===== src/hw/rtl/quat_rotate_vector_macros.svh =====
// ----------------------------------------------------------------------------
// quat_rotate_vector_macros.svh
// Assertion macros shared by the quaternion rotation RTL.
// ----------------------------------------------------------------------------
`ifndef QUAT_ROTATE_VECTOR_MACROS_SVH
`define QUAT_ROTATE_VECTOR_MACROS_SVH

`ifndef ASSERT_OFF
// Same-cycle property, sampled on clk, off while arst_n is low.
`define QRV_ASSERT(lbl, prop, msg) \
	lbl: assert property (@(posedge clk) disable iff (!arst_n) (prop)) else $error(msg);
// Condition in one cycle implies a consequence in the next.
`define QRV_ASSERT_NEXT(lbl, ante, cons, msg) \
	lbl: assert property (@(posedge clk) disable iff (!arst_n) (ante) |=> (cons)) \
		else $error(msg);
`else
`define QRV_ASSERT(lbl, prop, msg)
`define QRV_ASSERT_NEXT(lbl, ante, cons, msg)
`endif

`endif


===== src/hw/rtl/qrv_pkg.sv =====
// ----------------------------------------------------------------------------
// qrv_pkg
// Types, widths and helpers for the quaternion vector rotation pipeline.
// ----------------------------------------------------------------------------
package qrv_pkg;

	localparam int QW   = 16;          // quaternion part, Q2.14
	localparam int VW   = 16;          // vector component
	localparam int PW   = 2 * QW;      // raw part product, Q4.28
	localparam int EW   = 35;          // matrix entry, 28 fraction bits
	localparam int MW   = EW + VW;     // entry times component
	localparam int SW   = MW + 3;      // row sum plus rounding bias
	localparam int FRAC = 28;
	localparam int NDIM = 3;

	localparam logic signed [EW-1:0] ONE_FIX  = EW'(64'sd1 <<< FRAC);
	localparam logic signed [SW-1:0] HALF_FIX = SW'(64'sd1 <<< (FRAC - 1));
	localparam logic signed [VW-1:0] SAT_MAX  = 16'sh7fff;
	localparam logic signed [VW-1:0] SAT_MIN  = 16'sh8000;
	localparam logic signed [SW-1:0] RND_MAX  = SW'(SAT_MAX);
	localparam logic signed [SW-1:0] RND_MIN  = SW'(SAT_MIN);

	typedef logic signed [VW-1:0] qrv_vec_t;
	typedef logic signed [EW-1:0] qrv_ent_t;
	typedef logic signed [MW-1:0] qrv_mul_t;
	typedef logic signed [SW-1:0] qrv_sum_t;

	typedef struct packed {
		logic signed [QW-1:0] quat_x;
		logic signed [QW-1:0] quat_y;
		logic signed [QW-1:0] quat_z;
		logic signed [QW-1:0] quat_w;
		logic signed [VW-1:0] vec_x;
		logic signed [VW-1:0] vec_y;
		logic signed [VW-1:0] vec_z;
		logic                 inverse_dir;
	} qrv_req_t;

	typedef struct packed {
		logic signed [VW-1:0] rot_x;
		logic signed [VW-1:0] rot_y;
		logic signed [VW-1:0] rot_z;
		logic                 clipped;
	} qrv_rsp_t;

	typedef struct packed {
		logic signed [PW-1:0] xx;
		logic signed [PW-1:0] yy;
		logic signed [PW-1:0] zz;
		logic signed [PW-1:0] zx;
		logic signed [PW-1:0] xy;
		logic signed [PW-1:0] yz;
		logic signed [PW-1:0] wx;
		logic signed [PW-1:0] wy;
		logic signed [PW-1:0] wz;
	} qrv_prod_t;

	// Stage control: global advance plus the valid bit of the feeding stage.
	typedef struct packed {
		logic adv;
		logic valid;
	} qrv_ctl_t;

	// Doubled product widened to the matrix entry format.
	function automatic qrv_ent_t dbl(input logic signed [PW-1:0] p);
		qrv_ent_t w;
		w = EW'(p);
		return w <<< 1;
	endfunction

endpackage


===== src/hw/rtl/qrv_matrix.sv =====
// ----------------------------------------------------------------------------
// qrv_matrix
// Stage 2: build the rotation matrix, transposed for the inverse direction.
// ----------------------------------------------------------------------------
module qrv_matrix import qrv_pkg::*; (
	input  logic      clk,
	input  logic      arst_n,
	input  qrv_ctl_t  ctl,
	input  qrv_prod_t prod_s1,
	input  qrv_vec_t  vec_s1 [NDIM],
	input  logic      inv_s1,
	output logic      valid_s2,
	output qrv_ent_t  mat_s2 [NDIM][NDIM],
	output qrv_vec_t  vec_s2 [NDIM]
);

	qrv_ent_t m [NDIM][NDIM];

	always_comb begin
		m[0][0] = ONE_FIX - dbl(prod_s1.yy) - dbl(prod_s1.zz);
		m[1][1] = ONE_FIX - dbl(prod_s1.xx) - dbl(prod_s1.zz);
		m[2][2] = ONE_FIX - dbl(prod_s1.xx) - dbl(prod_s1.yy);
		m[0][1] = dbl(prod_s1.xy) - dbl(prod_s1.wz);
		m[1][0] = dbl(prod_s1.xy) + dbl(prod_s1.wz);
		m[0][2] = dbl(prod_s1.zx) + dbl(prod_s1.wy);
		m[2][0] = dbl(prod_s1.zx) - dbl(prod_s1.wy);
		m[1][2] = dbl(prod_s1.yz) - dbl(prod_s1.wx);
		m[2][1] = dbl(prod_s1.yz) + dbl(prod_s1.wx);
	end

	always_ff @(posedge clk or negedge arst_n) begin
		if (!arst_n) begin
			valid_s2 <= 1'b0;
		end else if (ctl.adv) begin
			valid_s2 <= ctl.valid;
		end
	end

	// Swap off-diagonal entries for the inverse rotation.
	always_ff @(posedge clk) begin
		if (ctl.adv) begin
			for (int r = 0; r < NDIM; r++) begin
				for (int c = 0; c < NDIM; c++) begin
					mat_s2[r][c] <= inv_s1 ? m[c][r] : m[r][c];
				end
				vec_s2[r] <= vec_s1[r];
			end
		end
	end

endmodule


===== config.mk =====
export PLATFORM = sky130hd
export DESIGN_NAME = qrv_matrix
export DESIGN_NICKNAME = d
export VERILOG_FILES = /design/src/hw/rtl/quat_rotate_vector_macros.svh /design/src/hw/rtl/qrv_pkg.sv /design/src/hw/rtl/qrv_matrix.sv
export SDC_FILE = /design/constraint.sdc
export NUM_CORES = 1
export LEC_CHECK = 0
export CAP_MARGIN = 20
export CORE_AREA = 2 2 271 273
export DETAILED_ROUTE_END_ITERATION = 16
export DIE_AREA = 0 0 273 275
export DONT_BUFFER_PORTS = 1
export SLEW_MARGIN = 20
export SYNTH_ARGS = -nofsm -noshare
export SYNTH_HDL_FRONTEND = slang
export SYNTH_SLANG_ARGS = --single-unit

===== constraint.sdc =====
create_clock -name clk -period 0.8 [get_ports clk]
set_input_delay 0.04 -clock clk [delete_from_list [all_inputs] [get_ports clk]]
set_output_delay 0.04 -clock clk [all_outputs]
set_load 0.01 [all_outputs]

== Yosys cells after proc, flatten, opt, wreduce, memory -nomap -nowiden ==
Cells that the tools add are included.

* $add $sub $neg: 11
* Muxes and demuxes: 6

{| class="wikitable"
|+ Operator list
! operator !! number
|-
| 35-bit two-way mux || 6
|-
| 34-bit by 33-bit subtractor with 35-bit output || 3
|-
| 33-bit by 33-bit adder with 34-bit output || 3
|-
| 33-bit by 33-bit subtractor with 34-bit output || 3
|-
| 30-bit by 33-bit subtractor with 34-bit output (first input constant) || 2
|}

* Register bits: 364
* Input bits: 341
* Logic and storage cells: 30
* Output and inout bits: 364

== Depth between registers and ports, before layout ==
Gate-level depths: netlist of the first run.

* Depth in word-level cells: 2
* Gate-level depth with buffers: 18
* Mapped depth without buffers: 18

== Least setup slack after synthesis of the first run ==
No wires, ideal clock.

* Kind: input port to flip-flop
* From: input prod_s1[258] (netlist bit)
* To: register mat_s2[173] (netlist bit) (data pin)
* Setup slack: -2621 ps
* Path buffers: 0
* Required time: 541 ps
* Cell stages on the path: 17
* Library setup time: 259 ps
* Arrival: 3162 ps
* Cells stage by stage: nor2_1 -> nand4b_1 -> nor3_1 -> nand2_1 -> nor3_1 -> xnor2_1 -> ha_1 -> and3_1 -> nand2_1 -> o21ai_0 -> o21ai_0 -> a211oi_1 -> nor2_1 -> o31a_1 -> o311ai_0 -> o211ai_1 -> xnor2_1

{| class="wikitable"
|+ RTL lines
! item !! RTL line !! RTL
|-
| start: declaration || qrv_matrix.sv:9 || <nowiki>input qrv_prod_t prod_s1,</nowiki>
|-
| end signal: indexed assignment || qrv_matrix.sv:44 || <nowiki>mat_s2[r][c] <= inv_s1 ? m[c][r] : m[r][c];</nowiki>
|-
| end: declaration || qrv_matrix.sv:13 || <nowiki>output qrv_ent_t mat_s2 [NDIM][NDIM],</nowiki>
|}

==> out/summary.txt, run 1 <==
Final worst slack: -1960 ps
Async S/R FF share, synth: 0.289%
Ys flop type: edfxtp_1
Register area: 0.0104 mm^2
Layout area overhead: 54.8%
Mux cell area share after synthesis: 3.72%
Crit-path max cell delay: 430 ps
Fmax achieved: 0.362 GHz
Total Power Consumption: 77.5 mW
Filler cell count: 5926
Io pins: 705
Final period util: 346%
CTS tree: yes
Antenna-violating nets left: 0
Root buf cell: clkbuf_16
Fin nets: 4835
Initial antenna violation count: 2
Share of cells above drive strength 1: 43.2%
CTS Sinks: 346
CP Capture Type: flip-flop
Slowest CP cell: a311o_1
Vias: 27900
Flop2flop setup slack: 60 ps
Status: complete, but fails checks
Ys Warns: 0
Post-synthesis sequential area ratio: 35.9%
Die Height: 275 um
Core area: 0.0723 mm^2
Leak Pwr: 19.5 nW
WP buf/inv: 2
Detailed Place HPWL: 86100 um
Gpl congestion: 0.953
Post-synth cell types: 87
Die X: 273 um
Port buffer count: 0
Crit path max fanout: 4
Multi-input logic area: 0.0213 mm^2
WL/cell: 21.5 um
CP cell instances: nor2_4, nand4b_1, nor3_2, buf_4, and3_4, buf_4, xnor2_4, ha_4, and2_4, o21a_1, nor2_1, a21o_1, a311o_1, o21ai_4, a211oi_4, o21bai_1, a21oi_1, xnor2_1
EDFF count, synth: 345
Vias in the first global route: 28800
Worst Path Required: 1130 ps
First-pass DRT Iterations: 9
Failing checks: hold timing, setup timing
Synth Area in Simple Gates: 11.8%
WP data arrival: 3090 ps
CTS H-tree lvls: 2
FF+latch count, synth: 346
Site row count: 99
Crit path launch type: primary input
All-Layer GR Usage: 28.0%
Largest family of logic cells by synthesized area: compound AO/OA/AOI/OAI gates
Design Area, Final: 0.0448 mm^2
Largest net degree at the start of global routing: 347
Critical path class: primary input to flip-flop
Initial Util: 40.0%
DP Area: 0.0388 mm^2
Num CTS Buffers: 44
First-pass GRT wire length: 164000 um
Maximum VDD drop: 0.00281 V
Max-cap violations: 0
# hold bufs at CTS: 63
PwrDens: 1730 mW/mm^2
Rel. slew slack: 54.2%
Final Hold Slack: -388 ps
Xor/xnor cell area share of the yosys netlist: 8.92%
Global route total overflow: 0
Measured slew at the worst slew-check pin: 687 ps
# DRC: 0
Setup Viol. Count Final: 631
Mapped Area: 0.0290 mm^2
Worst path top cell family by delay: compound AO/OA/AOI/OAI gates
Synth Area in Compound Gates: 19.1%
Clock Latency Late Sink: 570 ps
Most used cell, CP: buf_4
Dpl ws: -2680 ps
Worst min path class: primary input to flip-flop
Longest Clk Path Bufs: 3
Final Skew: 0 ps
Syn_area_per_cell: 9.36 um^2
Clock period minus worst slack: 2760 ps
Initial DRC count: 1308
Vias/cell: 5.40
Cells after Synth: 3094
Clk pin slew, worst setup/hold paths: 60 ps
Final Hold Vio Count: 359
Die area: 0.0751 mm^2
Final slew viol count: 0
Synth Area in Adders: 14.6%
Setup repair after global routing missed its margin: true
WL final: 111000 um
-- logic make-up after synthesis --
family	count (synthesis)
AOI/OAI and AO/OA	862
xor gates and xnor gates	295
adders and majority gates	332
buffers and inverters	437
DFF	346
muxes	107
other	1
and+or+nand+nor	714
-- placed cells by master (no fill, tap or decap), drive strengths merged, types with 35 or more instances in the layout --
cell	synthesis	layout
nand2	142	142
a21o	82	82
nor2	247	247
a21oi	305	305
xor2	51	51
xnor2	244	244
inv	291	294
nand3	40	40
nand2b	35	35
clkbuf	104	47
buf	39	1094
ha	323	323
mux2i	103	103
nor2b	35	35
edfxtp	345	345
o21bai	46	46
o21ai	156	156
nor3	70	70
dlygate4sd3	0	63
-- Yosys cell counts (8+ instances only) --
cell / number / area share (%)
a2111oi_0: 11 / 0.33
a211o_1: 11 / 0.33
a211oi_1: 27 / 0.70
a21o_1: 82 / 2.1
a21oi_1: 304 / 5.3
a221o_1: 9 / 0.31
a311oi_1: 9 / 0.27
a31oi_1: 26 / 0.56
and2_1: 13 / 0.28
and3_1: 20 / 0.43
buf_1: 11 / 0.14
buf_2: 9 / 0.16
buf_4: 18 / 0.47
clkbuf_1: 104 / 1.3
edfxtp_1: 345 / 36
fa_1: 9 / 0.62
ha_1: 323 / 14
inv_1: 290 / 3.8
mux2i_1: 103 / 3.6
nand2_1: 142 / 1.8
nand2b_1: 35 / 0.76
nand3_1: 40 / 0.69
nand4_1: 30 / 0.65
nor2_1: 247 / 3.2
nor2b_1: 34 / 0.73
nor3_1: 70 / 1.2
nor4_1: 25 / 0.54
o211ai_1: 19 / 0.49
o21a_1: 29 / 0.75
o21ai_0: 153 / 2.6
o21bai_1: 46 / 1.2
o221ai_1: 9 / 0.27
o311ai_0: 9 / 0.27
o31a_1: 12 / 0.36
o31ai_1: 24 / 0.62
or2_2: 12 / 0.26
or3_1: 14 / 0.30
or4_1: 8 / 0.21
xnor2_1: 244 / 7.4
xor2_1: 51 / 1.5
-- flip-flops by register name, indices dropped and copies added (netlist names) --
signal,cells
vec_s2,48
valid_s2,1
mat_s2,297
-- metrics by stage --
stage          TNS [ps]  utilization [%]  std cells  hold WS, ps
3_3_place_gp    -465580             53.7       4872         -256
2_1_floorplan   -365150                -       3102         -256
5_1_grt         -417340             62.0       5154         -417
6_report        -385040             62.0       5154         -388
3_5_place_dp    -467560             53.7       4872         -256
4_1_cts         -381030             59.6       5095         -421
-- where the power goes --
part           total (mW)  internal [mW]  leakage [nW]  switching (mW)
combinational        29.9           15.5          15.4            14.4
sequential           27.7           24.2          3.39            3.47
clock                19.9           11.4         0.705            8.51
-- layer usage --
layer	share of wire (%)	track usage [%]
met1	38	31.7
met3	7.6	7.89
met4	3.8	8.67
met2	50	50.9
met5	0.012	0
-- layout make-up --
cell class	count	share of cell area [%]
Multi-Input combinational cell	2319	47.4
Sequential cell	346	23.2
Timing Repair Buffer	1157	20.6
Inverter	294	2.94
Tap cell	959	2.68
Clock buffer	47	2.53
Clock inverter	31	0.664
Antenna cell	1	0.00558
-- path summary, 6_finish.rpt --
path / from / end / cells past startpoint
worst min register to register: valid_s2 / valid_s2 / 1
min in group asynchronous: arst_n / valid_s2 / 2
worst max register to register: valid_s2 / valid_s2 / 1
max in group asynchronous: arst_n / valid_s2 / 2
worst max-delay path: prod_s1[259] / mat_s2[33] / 18
worst min-delay path: ctl[1] / mat_s2[251] / 0
-- timing repair --
action                                  in CTS  in global routing
gates resized for setup                    296                244
endpoints found under the setup margin     624                629
pin swaps                                  230                202
buffers inserted                            96                 77
endpoints found under the hold margin      549                475
(Power assumes the default switching activity.)
==> inputs of run 2 (changes only) <==
ABC_AREA = 1   (was not set)
CORE_AREA = 2 2 272 274   (was 2 2 271 273)
DIE_AREA = 0 0 274 276   (was 0 0 273 275)
==> out/summary.txt, run 2 <==
Vias in the first global route: 38200
Crit path max fanout: 4
Clk pin slew, worst setup/hold paths: 60 ps
Commonest cells after routing, fill and taps aside: nand2_1 (1135), buf_4 (773), inv_1 (758)
Worst min path class: primary input to flip-flop
Final core utilization: 80.2%
Post-synth cell types: 40
Area leader, netlist: edfxtp_1
Detailed Place HPWL: 120000 um
Fin nets: 7022
Post-synthesis sequential area ratio: 29.7%
FF+latch count, synth: 346
Ant diodes: 0
Final Skew: 0 ps
Syn_area_per_cell: 6.49 um^2
Root buf cell: clkbuf_16
Gpl congestion: 1.02
# hold bufs at CTS: 64
Core area: 0.0726 mm^2
Total Power Consumption: 88.7 mW
Io pins: 705
Clock Latency Late Sink: 590 ps
Antenna-violating nets left: 0
Setup repair after global routing missed its margin: true
Site row count: 99
Share of the synthesized area in the top cell type: 29.7%
Critical path class: primary input to flip-flop
Layout area overhead: 66.7%
Longest Clk Path Bufs: 3
Ys Warns: 0
Measured slew at the worst slew-check pin: 856 ps
CTS tree: yes
Vias/cell: 5.56
Clock period minus worst slack: 2120 ps
Cells after Synth: 5381
CP Capture Type: flip-flop
Final Hold Vio Count: 376
Worst Path Required: 1160 ps
CTS H-tree lvls: 2
Flop2flop setup slack: 40 ps
EDFF count, synth: 345
Failing checks: hold timing, setup timing
Setup Viol. Count Final: 630
Share of cells above drive strength 1: 49.9%
Initial DRC count: 3688
# DRC: 0
First-pass GRT wire length: 229000 um
Die X: 274 um
WL final: 164000 um
WP data arrival: 2480 ps
Most common cell after layout, fill and taps aside: nand2_1
Num CTS Buffers: 41
Final slew viol count: 0
Ys flop type: edfxtp_1
Async S/R FF share, synth: 0.289%
Final period util: 266%
Maximum VDD drop: 0.00220 V
First-pass DRT Iterations: 8
WL/cell: 22.4 um
Max reg flops: 297
Rel. slew slack: 42.9%
Final Hold Slack: -436 ps
Largest net degree at the start of global routing: 347
All-Layer GR Usage: 39.6%
R2R cell count: 1
Status: complete, but fails checks
Leak Pwr: 27.6 nW
Vias: 40800
Count leader, synth: nand2_1
Crit path launch type: primary input
Global route total overflow: 0
Initial Util: 48.1%
Hold-critical path depth: 0
Port buffer count: 0
Top Registers: mat_s2 (297), vec_s2 (48), valid_s2 (1)
Max-cap violations: 0
Mapped Area: 0.0349 mm^2
PwrDens: 1520 mW/mm^2
Largest cells by area after synthesis: edfxtp_1 (30%), nand2_1 (20%), ha_1 (12%)
Final worst slack: -1320 ps
Fmax achieved: 0.471 GHz
Largest Register: mat_s2
Die Height: 276 um
Die area: 0.0756 mm^2
Initial antenna violation count: 5
Synth cell count leaders: nand2_1 (1835), inv_1 (1024), nand3_1 (445)
CTS Sinks: 346
[run 2: kinds of logic (layout without fill, tap and decap cells)]
family / after synthesis / after routing / synth area share, %
simple gates: 2868 / 2868 / 33.3
buf+inv: 1156 / 2148 / 12.9
compound gates: 509 / 509 / 7.69
flops: 346 / 346 / 29.7
fa+ha+maj: 332 / 332 / 12.1
xor+xnor: 168 / 168 / 4.21
other cells: 1 / 9 / 0.0107
mux: 1 / 1 / 0.0322
[run 2: routing by layer]
| metal | part of all wire (%) | vias up | wire length (um) | global-route usage, % |
|---|---|---|---|---|
| met2 | 46 | 2087 | 75700 | 65.3 |
| met4 | 7.4 | 4 | 12200 | 20.2 |
| met1 | 37 | 19300 | 60900 | 47.8 |
| li1 | - | 18800 | - | - |
| met5 | 0.018 | - | 29 | 0 |
| met3 | 9.6 | 597 | 15800 | 9.59 |
[run 2: path summary, 6_finish.rpt]
path	start	end
max	prod_s1[256]	mat_s2[27]
min	ctl[1]	mat_s2[240]
max reg2reg	valid_s2	valid_s2
min reg2reg	valid_s2	valid_s2
max in group asynchronous	arst_n	valid_s2
min in group asynchronous	arst_n	valid_s2
[run 2: final cells by class]
| cell class | instances | area (um^2) |
|---|---|---|
| Clock buffer | 47 | 1050 |
| Sequential cell | 346 | 10400 |
| Timing Repair Buffer | 1049 | 9050 |
| Multi-Input combinational cell | 3887 | 32000 |
| Clock inverter | 28 | 251 |
| Inverter | 1024 | 4280 |
| Tap cell | 959 | 1200 |
| Fill cell | 4749 | 14400 |
[run 2: metrics by stage]
stage / setup TNS (ps) / std cells / setup WS [ps] / instance area, um^2
floorplan: -221110 / 5389 / -1630 / 38900
global placement: -315360 / 7007 / -1960 / 45200
detailed placement: -320400 / 7007 / -2000 / 45200
CTS: -229040 / 7248 / -1160 / 52900
global route: -265410 / 7340 / -1400 / 58200
finish: -245140 / 7340 / -1320 / 58200
[run 2: report_power, final]
part	switching, mW	internal (mW)
clock	8.94	10.2
sequential	3.40	23.7
combinational	24.0	18.5
[run 2: timing repair]
action	CTS	global route
setup endpoints to repair	631	634
pin swaps	534	634
buffers inserted	121	123
gates resized for setup	1172	1130
endpoints found under the hold margin	570	381
[run 2: critical path, cell delays in order]
cell and delay, ps:
clkinv_16 30, ha_4 130, nand2_4 50, nor2_4 120, nand3_4 110, nor2_4 220, buf_6 160, nand2_4 50
xnor2_2 160, inv_2 100, ha_4 320, buf_6 120, nand2_4 60, inv_6 80, nand3_4 90, buf_6 150
nor4_4 210, nand2b_1 110, nand3_1 90, nand2_1 60
