==> config.mk <==
export PLATFORM = sky130hd
export DESIGN_NAME = qrv_round
export DESIGN_NICKNAME = d
export VERILOG_FILES = /design/src/hw/rtl/quat_rotate_vector_macros.svh /design/src/hw/rtl/qrv_pkg.sv /design/src/hw/rtl/qrv_round.sv
export SDC_FILE = /design/constraint.sdc
export NUM_CORES = 1
export LEC_CHECK = 0
export ABC_AREA = 0
export ABC_CLOCK_PERIOD_IN_PS = 1180
export BUFFER_PORTS_ARGS = -buffer_cell sky130_fd_sc_hd__buf_4
export CAP_MARGIN = 20
export CELL_PAD_IN_SITES_DETAIL_PLACEMENT = 0
export CELL_PAD_IN_SITES_GLOBAL_PLACEMENT = 1
export CORE_MARGIN = 2
export CORE_UTILIZATION = 25
export DETAILED_ROUTE_END_ITERATION = 16
export GPL_TIMING_DRIVEN = 0
export PLACE_DENSITY = 0.83
export RECOVER_POWER = 25
export SYNTH_ARGS = -nofsm -noshare
export SYNTH_HDL_FRONTEND = slang
export SYNTH_SLANG_ARGS = --single-unit
==> constraint.sdc <==
create_clock -name clk -period 1.18 [get_ports clk]
set_clock_uncertainty 0.15 [all_clocks]
set_input_delay 0.236 -clock clk [delete_from_list [all_inputs] [get_ports clk]]
set_output_delay 0.236 -clock clk [all_outputs]
set_load 0.05 [all_outputs]
==> src/hw/rtl/quat_rotate_vector_macros.svh <==
// ----------------------------------------------------------------------------
// quat_rotate_vector_macros.svh
// Assertion macros shared by the quaternion rotation RTL.
// ----------------------------------------------------------------------------
`ifndef QUAT_ROTATE_VECTOR_MACROS_SVH
`define QUAT_ROTATE_VECTOR_MACROS_SVH

`ifndef ASSERT_OFF
// Same-cycle property, sampled on clk, off while arst_n is low.
`define QRV_ASSERT(lbl, prop, msg) \
	lbl: assert property (@(posedge clk) disable iff (!arst_n) (prop)) else $error(msg);
// Condition in one cycle implies a consequence in the next.
`define QRV_ASSERT_NEXT(lbl, ante, cons, msg) \
	lbl: assert property (@(posedge clk) disable iff (!arst_n) (ante) |=> (cons)) \
		else $error(msg);
`else
`define QRV_ASSERT(lbl, prop, msg)
`define QRV_ASSERT_NEXT(lbl, ante, cons, msg)
`endif

`endif

==> src/hw/rtl/qrv_pkg.sv <==
// ----------------------------------------------------------------------------
// qrv_pkg
// Types, widths and helpers for the quaternion vector rotation pipeline.
// ----------------------------------------------------------------------------
package qrv_pkg;

	localparam int QW   = 16;          // quaternion part, Q2.14
	localparam int VW   = 16;          // vector component
	localparam int PW   = 2 * QW;      // raw part product, Q4.28
	localparam int EW   = 35;          // matrix entry, 28 fraction bits
	localparam int MW   = EW + VW;     // entry times component
	localparam int SW   = MW + 3;      // row sum plus rounding bias
	localparam int FRAC = 28;
	localparam int NDIM = 3;

	localparam logic signed [EW-1:0] ONE_FIX  = EW'(64'sd1 <<< FRAC);
	localparam logic signed [SW-1:0] HALF_FIX = SW'(64'sd1 <<< (FRAC - 1));
	localparam logic signed [VW-1:0] SAT_MAX  = 16'sh7fff;
	localparam logic signed [VW-1:0] SAT_MIN  = 16'sh8000;
	localparam logic signed [SW-1:0] RND_MAX  = SW'(SAT_MAX);
	localparam logic signed [SW-1:0] RND_MIN  = SW'(SAT_MIN);

	typedef logic signed [VW-1:0] qrv_vec_t;
	typedef logic signed [EW-1:0] qrv_ent_t;
	typedef logic signed [MW-1:0] qrv_mul_t;
	typedef logic signed [SW-1:0] qrv_sum_t;

	typedef struct packed {
		logic signed [QW-1:0] quat_x;
		logic signed [QW-1:0] quat_y;
		logic signed [QW-1:0] quat_z;
		logic signed [QW-1:0] quat_w;
		logic signed [VW-1:0] vec_x;
		logic signed [VW-1:0] vec_y;
		logic signed [VW-1:0] vec_z;
		logic                 inverse_dir;
	} qrv_req_t;

	typedef struct packed {
		logic signed [VW-1:0] rot_x;
		logic signed [VW-1:0] rot_y;
		logic signed [VW-1:0] rot_z;
		logic                 clipped;
	} qrv_rsp_t;

	typedef struct packed {
		logic signed [PW-1:0] xx;
		logic signed [PW-1:0] yy;
		logic signed [PW-1:0] zz;
		logic signed [PW-1:0] zx;
		logic signed [PW-1:0] xy;
		logic signed [PW-1:0] yz;
		logic signed [PW-1:0] wx;
		logic signed [PW-1:0] wy;
		logic signed [PW-1:0] wz;
	} qrv_prod_t;

	// Stage control: global advance plus the valid bit of the feeding stage.
	typedef struct packed {
		logic adv;
		logic valid;
	} qrv_ctl_t;

	// Doubled product widened to the matrix entry format.
	function automatic qrv_ent_t dbl(input logic signed [PW-1:0] p);
		qrv_ent_t w;
		w = EW'(p);
		return w <<< 1;
	endfunction

endpackage

==> src/hw/rtl/qrv_round.sv <==
// ----------------------------------------------------------------------------
// qrv_round
// Stage 5: drop fraction bits, saturate to 16 bits, flag clipping.
// ----------------------------------------------------------------------------
module qrv_round import qrv_pkg::*; (
	input  logic     clk,
	input  logic     arst_n,
	input  qrv_ctl_t ctl,
	input  qrv_sum_t sum_s4 [NDIM],
	output logic     valid_s5,
	output qrv_rsp_t rsp_s5
);

	qrv_sum_t           rnd  [NDIM];
	logic signed [VW-1:0] sat [NDIM];
	logic [NDIM-1:0]    clip;

	always_comb begin
		for (int r = 0; r < NDIM; r++) begin
			rnd[r] = sum_s4[r] >>> FRAC;
			if (rnd[r] > RND_MAX) begin
				sat[r]  = SAT_MAX;
				clip[r] = 1'b1;
			end else if (rnd[r] < RND_MIN) begin
				sat[r]  = SAT_MIN;
				clip[r] = 1'b1;
			end else begin
				sat[r]  = rnd[r][VW-1:0];
				clip[r] = 1'b0;
			end
		end
	end

	always_ff @(posedge clk or negedge arst_n) begin
		if (!arst_n) begin
			valid_s5 <= 1'b0;
		end else if (ctl.adv) begin
			valid_s5 <= ctl.valid;
		end
	end

	always_ff @(posedge clk) begin
		if (ctl.adv) begin
			rsp_s5.rot_x   <= sat[0];
			rsp_s5.rot_y   <= sat[1];
			rsp_s5.rot_z   <= sat[2];
			rsp_s5.clipped <= |clip;
		end
	end

endmodule

# Yosys cells after proc, flatten, opt, wreduce, memory -nomap -nowiden

Cells that the tools add are included.

Bits in registers: 50
Latch bits: 0
Bits in writable memories: 0
ROM bits: 0
Input port bits: 166
Output and inout port bits: 50
Logic and storage cells: 21
Memories: 0

Add/sub/neg operators: 0
Multipliers: 0
Divide/modulo/power cells: 0
Order comparisons: 6
Equality and inequality tests: 0
Shifts and indexed selects: 0
Muxes and demuxes: 9
Bitwise gates (word level): 0
Reductions and logical operators: 1

Operator list:

| operator                                                               | count |
|---|---|
| 26-bit by 16-bit > comparator with 1-bit output, second input constant | 3 |
| 26-bit by 16-bit < comparator with 1-bit output, second input constant | 3 |
| 16-bit two-way mux                                                     | 3 |
| 1-bit two-way mux                                                      | 6 |
| 3-bit OR reduction                                                     | 1 |

# Depth between registers and ports, before layout

Gate-level depths: netlist of the first run.

Word-level depth: 4
Mapped depth: 4
Gate-level depth less buffers: 4

# Least setup slack after synthesis of the first run

Ideal clock, no wire load.

Kind: input port to flip-flop
Start: in sum_s4[154] (netlist name)
End: reg rsp_s5[34] (netlist name) (data pin)
Library setup time: 0.254 ns
Arrival time: 1.040 ns
Data required time: 0.776 ns
Path slack: -0.264 ns
Stages on the path: 4
Path buffers: 1
Cells stage by stage: nor4_1 > a31oi_1 > buf_6 > o21a_1

Longest elaborated chain between the ends: 2
Elaborated cells on any way between the ends: 3
Those cells by class: order compare (2); mux (1)

RTL lines:

| element                                         | line            | text |
|---|---|---|
| start, declared                                 | qrv_round.sv:9  | `input qrv_sum_t sum_s4 [NDIM],` |
| 26-bit by 16-bit < comparator with 1-bit output | qrv_round.sv:24 | `end else if (rnd[r] < RND_MIN) begin` |
| 16-bit two-way mux                              | qrv_round.sv:24 |  |
| end, declared                                   | qrv_round.sv:11 | `output qrv_rsp_t rsp_s5` |

Several ways; a longest one is shown, not always the timed one.
A chain may end at the register's enable or synchronous reset.

# Final worst setup path of the first run

Start: in sum_s4[52] (netlist name)
End: reg rsp_s5[4] (netlist name) (data pin)

The elaborated chain is that of the path after synthesis.

==> summary.md, run 1 <==
| Metric | Value |
|---|---|
| Status | `finished with violations` |
| Violated checks | `setup timing` |
| Syn Area/Cell | `16.4 um2` |
| Post-DR vias/cell | `4.44` |
| Effective utilization at floorplan | `0.260` |
| Combined area of the multi-input logic cells | `683 um2` |
| Sw Ratio | `0.299` |
| Clock root cell | `clkbuf_8` |
| Maximum clock insertion buffer count | `2` |
| GRT Overall Usage | `0.124` |
| Data required time at the worst endpoint | `1.09 ns` |
| TritonCTS clock tree | `done` |
| Data arrival time at the worst-slack endpoint | `1.21 ns` |
| First-pass detailed-route iteration total | `4` |
| Count of max-cap constraint violations | `0` |
| Pre-CTS setup slack | `-0.488 ns` |
| Mux share of post-synthesis cell area | `0.00521` |
| Number of library cell types mapped by synthesis | `15` |
| Most common cell after layout, fill and taps aside | `buf_6` |
| Seq cells post-synth | `50` |
| Final hold violation count | `0` |
| Layout area overhead | `77.6%` |
| CP max stage delay | `0.31 ns` |
| Dominant combinational cell family by area after synthesis | `compound AO/OA/AOI/OAI gates` |
| Cell Rows | `33` |
| Sequential cell fraction of total power | `0.459` |
| Clk_lat worst skew | `0.29 ns` |
| Clock Sinks | `50` |
| Critical path class | `in -> reg` |
| Largest net degree at the start of global routing | `51` |
| Post-synthesis instance area | `0.00216 mm2` |
| Initial antenna violation count | `0` |
| Detail-routed net length per standard cell | `15.0 um` |
| Die W | `97.0 um` |
| Power Dens Cells | `1250 mW/mm2` |
| Final weighted congestion in routability-driven placement | `0.706` |
| Total via count in the routed design | `1,722` |
| Uppermost metal layer occupied by signal nets | `met4` |
| Detailed placement HPWL | `4440 um` |
| Endpoint type of the worst setup path | `flip-flop` |
| Synthesized netlist cell count | `132` |
| Xor and xnor area share after synthesis | `0` |
| Maximum operating frequency | `770 MHz` |
| Worst supply voltage drop on vdd | `0.501 mV` |
| Final worst-path setup slack | `-0.118 ns` |
| Part of the total power dissipated in combinational logic | `0.293` |
| Die area | `0.00940 mm2` |
| Number of global-route vias before repair | `1,833` |
| Cell leakage power | `0.00150 uW` |
| Power spent charging and discharging nets | `1430 uW` |
| Post-layout min period | `1.30 ns` |
| Final cycle utilization of the critical path | `1.10` |
| Num ports | `216` |
| Top library cells by usage in the layout, fill and taps aside | `buf_6, buf_4, edfxtp_1` |
| Share of synthesized area occupied by flip-flops and latches | `0.693` |
| GRT Residual Overflow | `0` |
| Post-place instance area | `0.00336 mm2` |
| Non-Filler Cell Area, Final | `0.00384 mm2` |
| Number of warnings printed during yosys synthesis | `0` |
| Post-synthesis compound-gate area fraction | `0.200` |
| Number of buffers and inverters on the critical path | `2` |
| Met3 routed wirelength | `449 um` |
| Routed wire length | `5840 um` |
| Slew of the pin with the lowest slew margin | `0.681 ns` |
| Count of port buffers added during placement | `131` |
| Worst setup SP type | `primary input` |
| Met2 Routed Length | `3000 um` |
| Number of nets in the synthesized netlist | `298` |
| Kind of cell with the highest combined delay on the critical path | `compound AO/OA/AOI/OAI gates` |
| Number of fill cells | `775` |
| RSZ-0062 raised after global routing | `yes` |
| Biggest fanout along the worst timing path | `8` |
| Count of nets after finishing | `448` |
| Die outline height | `97.0 um` |
| Pins Over Slew Limit | `0` |
| Critical Path, Cell by Cell | `buf_6 -> nor4_4 -> a31oi_4 -> buf_4 -> o21a_1` |
| Util after Layout | `0.463` |
| Hold Crit Class | `in -> reg` |
| Number of remaining DRC errors | `0` |
| Share of total power in the clock network | `0.249` |
| Simple-gate portion of the synthesized area | `0.0654` |
| Slowest stage cell on the critical path | `nor4_4` |
| Count of nets left with antenna violations after detail routing | `0` |
| Adder-Cell Fraction of Synth Area | `0` |
| Setup Viol. Count Final | `88` |
| Max_slew headroom | `0.546` |
| CORE AREA | `0.00830 mm2` |
| CTS buffer count | `5` |
| Count of antenna diodes in the layout | `0` |
| Starting DRC count in detailed routing | `61` |
| Number of H-tree levels | `2` |
| Detailed-route wire length on metal 1 | `2330 um` |
| Seq. cell area | `0.00150 mm2` |
| P_int | `3360 uW` |
| Wire length of the first global-routing pass | `9360 um` |
| Clock Pin Slew Worst Setup and Hold Paths | `0.09 ns` |
| Share of cells above drive strength 1 | `0.583` |
==> routing by layer <==
metal  global-route usage  vias up
met3               0.0354        4
li1                     -      823
met2                0.218       78
met4               0.0358        0
met5                    0        -
met1                0.146      817
==> flip-flops by register name (all words and copies together) (netlist names) <==
signal,count
rsp_s5,49
valid_s5,1
==> per-stage QoR <==
step                hold WS (ns)  cells  setup TNS [ns]  total power (uW)
floorplan                 -0.210    132           -8.03              2910
global placement          -0.139    368          -22.96              3450
detailed placement        -0.138    368          -24.60              3470
CTS                      0.00944    386           -6.85              4830
global route              0.0223    388           -9.90              4960
finish                    0.0216    388           -6.38              4780
==> synthesized netlist by cell type (all sizes together) <==
master	n	area (um2)
o21a	45	338
clkbuf	3	11.3
edfxtp	49	1470
nand4	6	37.5
o31ai	3	63.8
nor4	6	62.6
buf	6	67.6
nand4bb	1	11.3
a31oi	3	31.3
dfrtp	1	25.0
nand2	4	15.0
mux2	1	11.3
nor2	4	15.0
==> power by group through the flow <==
| stage | logic [uW] | clock network (uW) | registers, uW |
|---|---|---|---|
| 2_1_floorplan | 181 | 0 | 2730 |
| 3_3_place_gp | 1250 | 0 | 2200 |
| 3_5_place_dp | 1260 | 0 | 2210 |
| 4_1_cts | 1410 | 1220 | 2200 |
| 5_1_grt | 1460 | 1290 | 2210 |
| 6_report | 1400 | 1190 | 2190 |
==> repair_timing <==
item / CTS / global route
pin swaps: 10 / 12
setup endpoints to repair: 85 / 94
hold buffers: 1 / 0
buffers inserted: 6 / 2
resized for setup: 71 / 6
cloned: 3 / 0
hold endpoints to repair: 1 / 0
==> area by class of cell <==
type | instances | share of cell area
sequential | 50 | 0.390
tap | 105 | 0.0342
timing repair buffer | 143 | 0.349
buffer | 9 | 0.0205
multi-input combinational | 73 | 0.178
clock inverter | 2 | 0.00978
clock buffer | 6 | 0.0189
==> logic make-up (layout without fill, tap and decap cells) <==
family,Yosys count,after routing
compound gates,51,51
buf+inv,9,160
flops,50,50
mux,1,1
simple gates,21,21
==> worst paths after layout <==
check / from / to / slack [ns] / cells after the start
min reg2reg: valid_s5 / valid_s5 / 0.40 / 1
min: ctl[0] / valid_s5 / 0.02 / 2
min in group asynchronous: arst_n / valid_s5 / 0.13 / 2
max in group asynchronous: arst_n / valid_s5 / 0.66 / 2
max: sum_s4[52] / rsp_s5[4] / -0.12 / 5
max reg2reg: valid_s5 / valid_s5 / 0.26 / 1
Note: power is estimated with default switching activity, not from simulation.
==> run 2: changes to the inputs <==
REMOVE_ABC_BUFFERS = 1   (was not set)
==> run 2 against run 1 <==
Effect of this change:
- the run still ends with setup timing left
- critical path depth is the same
- final area shrank 0.91%
- routed wire length grew 4.4%
- critical path type unchanged
- highest routed layer unchanged
- die area is the same
- sequential share of layout area grew 0.36 points
==> summary.md, run 2 (synthesis results as in run 1) <==
| Metric | Value |
|---|---|
| CORE AREA | `0.00830 mm2` |
| Hold Crit Class | `in -> reg` |
| Number of fill cells | `744` |
| Final cycle utilization of the critical path | `1.09` |
| Slowest stage cell on the critical path | `nor2_1` |
| Clock root cell | `clkbuf_8` |
| Sw Ratio | `0.314` |
| Registers with the most flip-flops | `rsp_s5: 49 flops, valid_s5: 1 flops` |
| Non-filler cells in the finished layout | `385` |
| Routed wire length | `6090 um` |
| Total via count in the routed design | `1,712` |
| Register ranked first by flip-flop count | `rsp_s5` |
| Die area | `0.00940 mm2` |
| Startpoint of the worst-slack reg-to-reg timing path | `valid_s5` |
| Maximum operating frequency | `776 MHz` |
| Status | `finished with violations` |
| P_int | `3120 uW` |
| Count of port buffers added during placement | `131` |
| Maximum clock insertion buffer count | `2` |
| Number of H-tree levels | `2` |
| Number of cells in the design after placement | `360` |
| Post-layout min period | `1.29 ns` |
| Biggest fanout along the worst timing path | `8` |
| Power Dens Cells | `1200 mW/mm2` |
| Count of antenna diodes in the layout | `0` |
| Sequential cell fraction of total power | `0.481` |
| Critical path class | `in -> reg` |
| Reg2Reg Setup Slack | `0.27 ns` |
| CTS buffer count | `5` |
| GRT Overall Usage | `0.129` |
| Clock Pin Slew Worst Setup and Hold Paths | `0.08 ns` |
| Share of cells above drive strength 1 | `0.589` |
| Setup Viol. Count Final | `97` |
| FF-to-FF End | `valid_s5` |
| Effective utilization at floorplan | `0.260` |
| Capture point of the critical path | `rsp_s5[0]` |
| Final hold slack | `0.0225 ns` |
| Combined area of the multi-input logic cells | `704 um2` |
| GRT Residual Overflow | `0` |
| Cell leakage power | `0.00149 uW` |
| Count of nets after finishing | `445` |
| Worst supply voltage drop on vdd | `0.525 mV` |
| Count of max-cap constraint violations | `0` |
| TritonCTS clock tree | `done` |
| CP max stage delay | `0.34 ns` |
| Die W | `97.0 um` |
| Power spent charging and discharging nets | `1430 uW` |
| Final worst-path setup slack | `-0.109 ns` |
| Seq. cell area | `0.00150 mm2` |
| Worst r2r path cells | `1` |
| Detailed-route wire length on metal 1 | `2520 um` |
| Num ports | `216` |
| Cell Rows | `33` |
| Top library cells by usage in the layout, fill and taps aside | `buf_4, buf_6, edfxtp_1` |
| Number of flip-flops in the largest register | `49` |
| Die outline height | `97.0 um` |
| Detailed placement HPWL | `4090 um` |
| Hold-critical path depth | `2` |
| Met3 routed wirelength | `414 um` |
| Number of remaining DRC errors | `0` |
| Final weighted congestion in routability-driven placement | `0.808` |
| Most common cell after layout, fill and taps aside | `buf_4` |
| First-pass detailed-route iteration total | `4` |
| Wire length of the first global-routing pass | `9880 um` |
| Met2 Routed Length | `3100 um` |
| Detail-routed net length per standard cell | `15.8 um` |
| Most frequent cell on the critical path | `nor2_1` |
| Max_slew headroom | `0.539` |
| RSZ-0062 raised after global routing | `yes` |
| Number of global-route vias before repair | `1,912` |
| Part of the total power dissipated in combinational logic | `0.308` |
| Violated checks | `setup timing` |
| Data arrival time at the worst-slack endpoint | `1.18 ns` |
| Critical Path Start | `sum_s4[102]` |
| Worst setup SP type | `primary input` |
| Uppermost metal layer occupied by signal nets | `met4` |
| Initial antenna violation count | `0` |
| Pins Over Slew Limit | `0` |
| Share of total power in the clock network | `0.210` |
| Count of nets left with antenna violations after detail routing | `0` |
| Post-DR vias/cell | `4.45` |
| Data required time at the worst endpoint | `1.07 ns` |
| Clock Sinks | `50` |
| Final sum of negative setup slack | `-6.04 ns` |
| Critical Path, Cell by Cell | `buf_4 -> nor2_1 -> a31oi_4 -> nor2_1 -> nand4bb_1` |
| Largest net degree at the start of global routing | `51` |
| Starting DRC count in detailed routing | `41` |
| Endpoint type of the worst setup path | `flip-flop` |
| Final hold violation count | `0` |
| Layout area overhead | `76.0%` |
| Clk_lat worst skew | `0.29 ns` |
| Slew of the pin with the lowest slew margin | `0.692 ns` |
run 2: changes by cell type in the layout (fill, tap and decap cells not counted):
cell	delta
buf_12	+2
buf_6	-12
a31oi_4	+1
buf_4	+8
clkinv_2	+1
clkbuf_1	-4
bufinv_16	-1
clkinv_1	+1
buf_8	+1
run 2: cell type report:
cell class / instances / area share
clock buffers: 5 / 0.0181
repair buffers: 148 / 0.364
clock inverters: 3 / 0.00428
multi-input cells: 74 / 0.185
well taps: 105 / 0.0345
flip-flops and latches: 50 / 0.393
run 2: stage by stage:
| stage | util | total power [uW] | area (um2) | setup slack, ns |
|---|---|---|---|---|
| floorplan | - | 2880 | 2080 | -0.357 |
| global placement | 0.385 | 3390 | 3200 | -0.865 |
| detailed placement | 0.386 | 3420 | 3200 | -0.706 |
| CTS | 0.456 | 4620 | 3780 | -0.116 |
| global route | 0.458 | 4750 | 3800 | -0.165 |
| finish | 0.458 | 4550 | 3800 | -0.109 |
run 2: repair_timing:
action / in CTS / in global routing
setup endpoints to repair: 96 / 96
pin swaps: 15 / 13
cloned: 2 / 0
hold buffers: 1 / 0
hold endpoints to repair: 1 / 0
buffers inserted: 11 / 3
gates resized for setup: 80 / 3
run 2: metal layers:
metal	up-vias	GRT usage
met1	804	0.162
met5	-	0
li1	819	-
met2	84	0.218
met4	0	0.0325
met3	5	0.0376
run 2: how the worst min path moves through the flow:
stage | from | end | slack [ns]
6_report | ctl[0] | valid_s5 | 0.02
5_1_grt | ctl[0] | valid_s5 | 0.02
4_1_cts | ctl[0] | valid_s5 | 0.008
3_5_place_dp | arst_n | valid_s5 | -0.14
3_3_place_gp | arst_n | valid_s5 | -0.14
2_1_floorplan | arst_n | valid_s5 | -0.21
run 2: critical path: cells and delay by family:
family / cells / cell delay (ns)
simple gates: 3 / 0.59
compound gates: 1 / 0.23
buf+inv: 1 / 0.12
run 2: power groups by stage:
stage                     clock (uW)  combinational, uW  sequential [uW]
after global placement             0               1190             2200
after detailed placement           0               1210             2210
after global routing            1070               1460             2210
after CTS                       1010               1400             2200
final                            959               1400             2190
after floorplan                    0                142             2730
==> run 3: changes to the inputs <==
ABC_AREA = not set   (was 0)
BUFFER_PORTS_ARGS = -buffer_cell sky130_fd_sc_hd__buf_2   (was -buffer_cell sky130_fd_sc_hd__buf_4)
==> run 3 against run 2 <==
Effect of this change:
- the flow still finishes with violations (setup timing)
- largest power group unchanged
- routed wire length barely moved
- via count rose by 4.3%
- largest cell class unchanged
- highest routed layer unchanged
- critical path type unchanged
- maximum frequency down 4.8%
==> summary.md, run 3 (synthesis results as in run 1) <==
| Metric | Value |
|---|---|
| Status | `finished with violations` |
| Violated checks | `setup timing` |
| Final hold violation count | `0` |
| Routed wire length | `6090 um` |
| Detailed-route wire length on metal 1 | `2560 um` |
| Data arrival time at the worst-slack endpoint | `1.26 ns` |
| Max_slew headroom | `0.536` |
| Clock Sinks | `50` |
| Post-layout min period | `1.35 ns` |
| CTS buffer count | `5` |
| Non-filler cells in the finished layout | `387` |
| Met3 routed wirelength | `455 um` |
| Most common cell after layout, fill and taps aside | `buf_6` |
| Die outline height | `97.0 um` |
| Count of max-cap constraint violations | `0` |
| Slowest stage cell on the critical path | `nor4_4` |
| Register ranked first by flip-flop count | `rsp_s5` |
| Pins Over Slew Limit | `0` |
| Power Dens Cells | `1280 mW/mm2` |
| Clk_lat worst skew | `0.30 ns` |
| Uppermost metal layer occupied by signal nets | `met4` |
| TritonCTS clock tree | `done` |
| First-pass detailed-route iteration total | `4` |
| Largest net degree at the start of global routing | `51` |
| Count of port buffers added during placement | `131` |
| Final worst-path setup slack | `-0.173 ns` |
| CP max stage delay | `0.31 ns` |
| Die area | `0.00940 mm2` |
| Wire length of the first global-routing pass | `9290 um` |
| Final sum of negative setup slack | `-7.31 ns` |
| Final cycle utilization of the critical path | `1.15` |
| Number of fill cells | `754` |
| Cell leakage power | `0.00147 uW` |
| Share of cells above drive strength 1 | `0.589` |
| Post-DR vias/cell | `4.61` |
| Pre-CTS setup slack | `-0.710 ns` |
| Top library cells by usage in the layout, fill and taps aside | `buf_6, buf_2, edfxtp_1` |
| Post-place instance area | `0.00288 mm2` |
| Clock Pin Slew Worst Setup and Hold Paths | `0.09 ns` |
| Slew of the pin with the lowest slew margin | `0.696 ns` |
| Final weighted congestion in routability-driven placement | `0.707` |
| Number of remaining DRC errors | `0` |
| Number of global-route vias before repair | `1,788` |
| Maximum clock insertion buffer count | `2` |
| Number of flip-flops in the largest register | `49` |
| Critical Path, Cell by Cell | `buf_8 -> nor4_4 -> a31oi_4 -> buf_12 -> buf_16 -> o21a_1` |
| CORE AREA | `0.00830 mm2` |
| Overall power after layout | `4770 uW` |
| Endpoint type of the worst setup path | `flip-flop` |
| Met2 Routed Length | `3000 um` |
| Non-Filler Cell Area, Final | `0.00374 mm2` |
| Initial antenna violation count | `1` |
| Count of nets left with antenna violations after detail routing | `0` |
| Detail-routed net length per standard cell | `15.7 um` |
| Detailed placement HPWL | `3960 um` |
| Count of antenna diodes in the layout | `0` |
| Number of cells in the design after placement | `360` |
| Biggest fanout along the worst timing path | `6` |
| Worst supply voltage drop on vdd | `0.426 mV` |
| Total via count in the routed design | `1,786` |
| Registers with the most flip-flops | `rsp_s5: 49 flops, valid_s5: 1 flops` |
| Num ports | `216` |
| Cell Rows | `33` |
| Starting DRC count in detailed routing | `47` |
| Number of H-tree levels | `2` |
| Die W | `97.0 um` |
| Setup Viol. Count Final | `92` |
| Worst setup SP type | `primary input` |
| Data required time at the worst endpoint | `1.09 ns` |
| Effective utilization at floorplan | `0.260` |
| Layout area overhead | `73.1%` |
| Critical path class | `in -> reg` |
| Reg2Reg Setup Slack | `0.27 ns` |
| Maximum operating frequency | `739 MHz` |
| Count of nets after finishing | `447` |
| RSZ-0062 raised after global routing | `yes` |
| Hold Crit Class | `in -> reg` |
| Clock root cell | `clkbuf_8` |
| GRT Residual Overflow | `0` |
| GRT Overall Usage | `0.124` |
==> run 3: changes by cell type in the layout (fill, tap and decap cells not counted), sizes merged <==
cell      delta
clkinv       -2
buf          +3
clkinvlp     -1
bufinv       +1
clkbuf       +1
==> run 3: cell type report <==
type | instances | area (um2) | share of cell area
sequential | 50 | 1500 | 0.400
timing repair buffer | 150 | 1300 | 0.348
multi-input combinational | 74 | 704 | 0.188
tap | 105 | 131 | 0.0351
clock buffer | 7 | 76.3 | 0.0204
clock inverter | 1 | 30.0 | 0.00803
==> run 3: final timing paths <==
kind / start / to / cells past startpoint
min reg2reg: valid_s5 / valid_s5 / 1
max: sum_s4[43] / rsp_s5[4] / 6
min in group asynchronous: arst_n / valid_s5 / 2
max in group asynchronous: arst_n / valid_s5 / 2
max reg2reg: valid_s5 / valid_s5 / 1
min: ctl[0] / valid_s5 / 2
==> run 3: worst max-delay path, delay by kind of cell <==
family,cells,cell delay (ns)
simple gates,1,0.31
buf+inv,3,0.38
compound gates,2,0.33
==> run 3: what timing repair did <==
action / 4_1_cts / 5_1_grt
gates resized for setup: 133 / 21
pin swaps: 17 / 16
endpoints found under the hold margin: 1 / 0
cloned: 3 / 1
buffers inserted: 11 / 3
hold buffers: 1 / 0
endpoints found under the setup margin: 146 / 96
==> run 3: where the power goes <==
part,leakage [uW],switching [uW],internal (uW)
registers,0.000488,69.8,2120
logic,0.000932,813,558
clock network,0.0000524,573,636
total,0.00147,1460,3320
==> run 3: routing by layer <==
metal | up-vias | global-route usage
met5 | - | 0
met3 | 6 | 0.0332
met1 | 864 | 0.157
met2 | 90 | 0.205
li1 | 826 | -
met4 | 0 | 0.0390
==> run 3: per-stage QoR <==
stage               utilization  hold WS (ns)
floorplan                     -        -0.210
global placement          0.346        -0.139
detailed placement        0.347        -0.139
CTS                       0.438       0.00204
global route              0.451       0.00410
finish                    0.451        0.0109
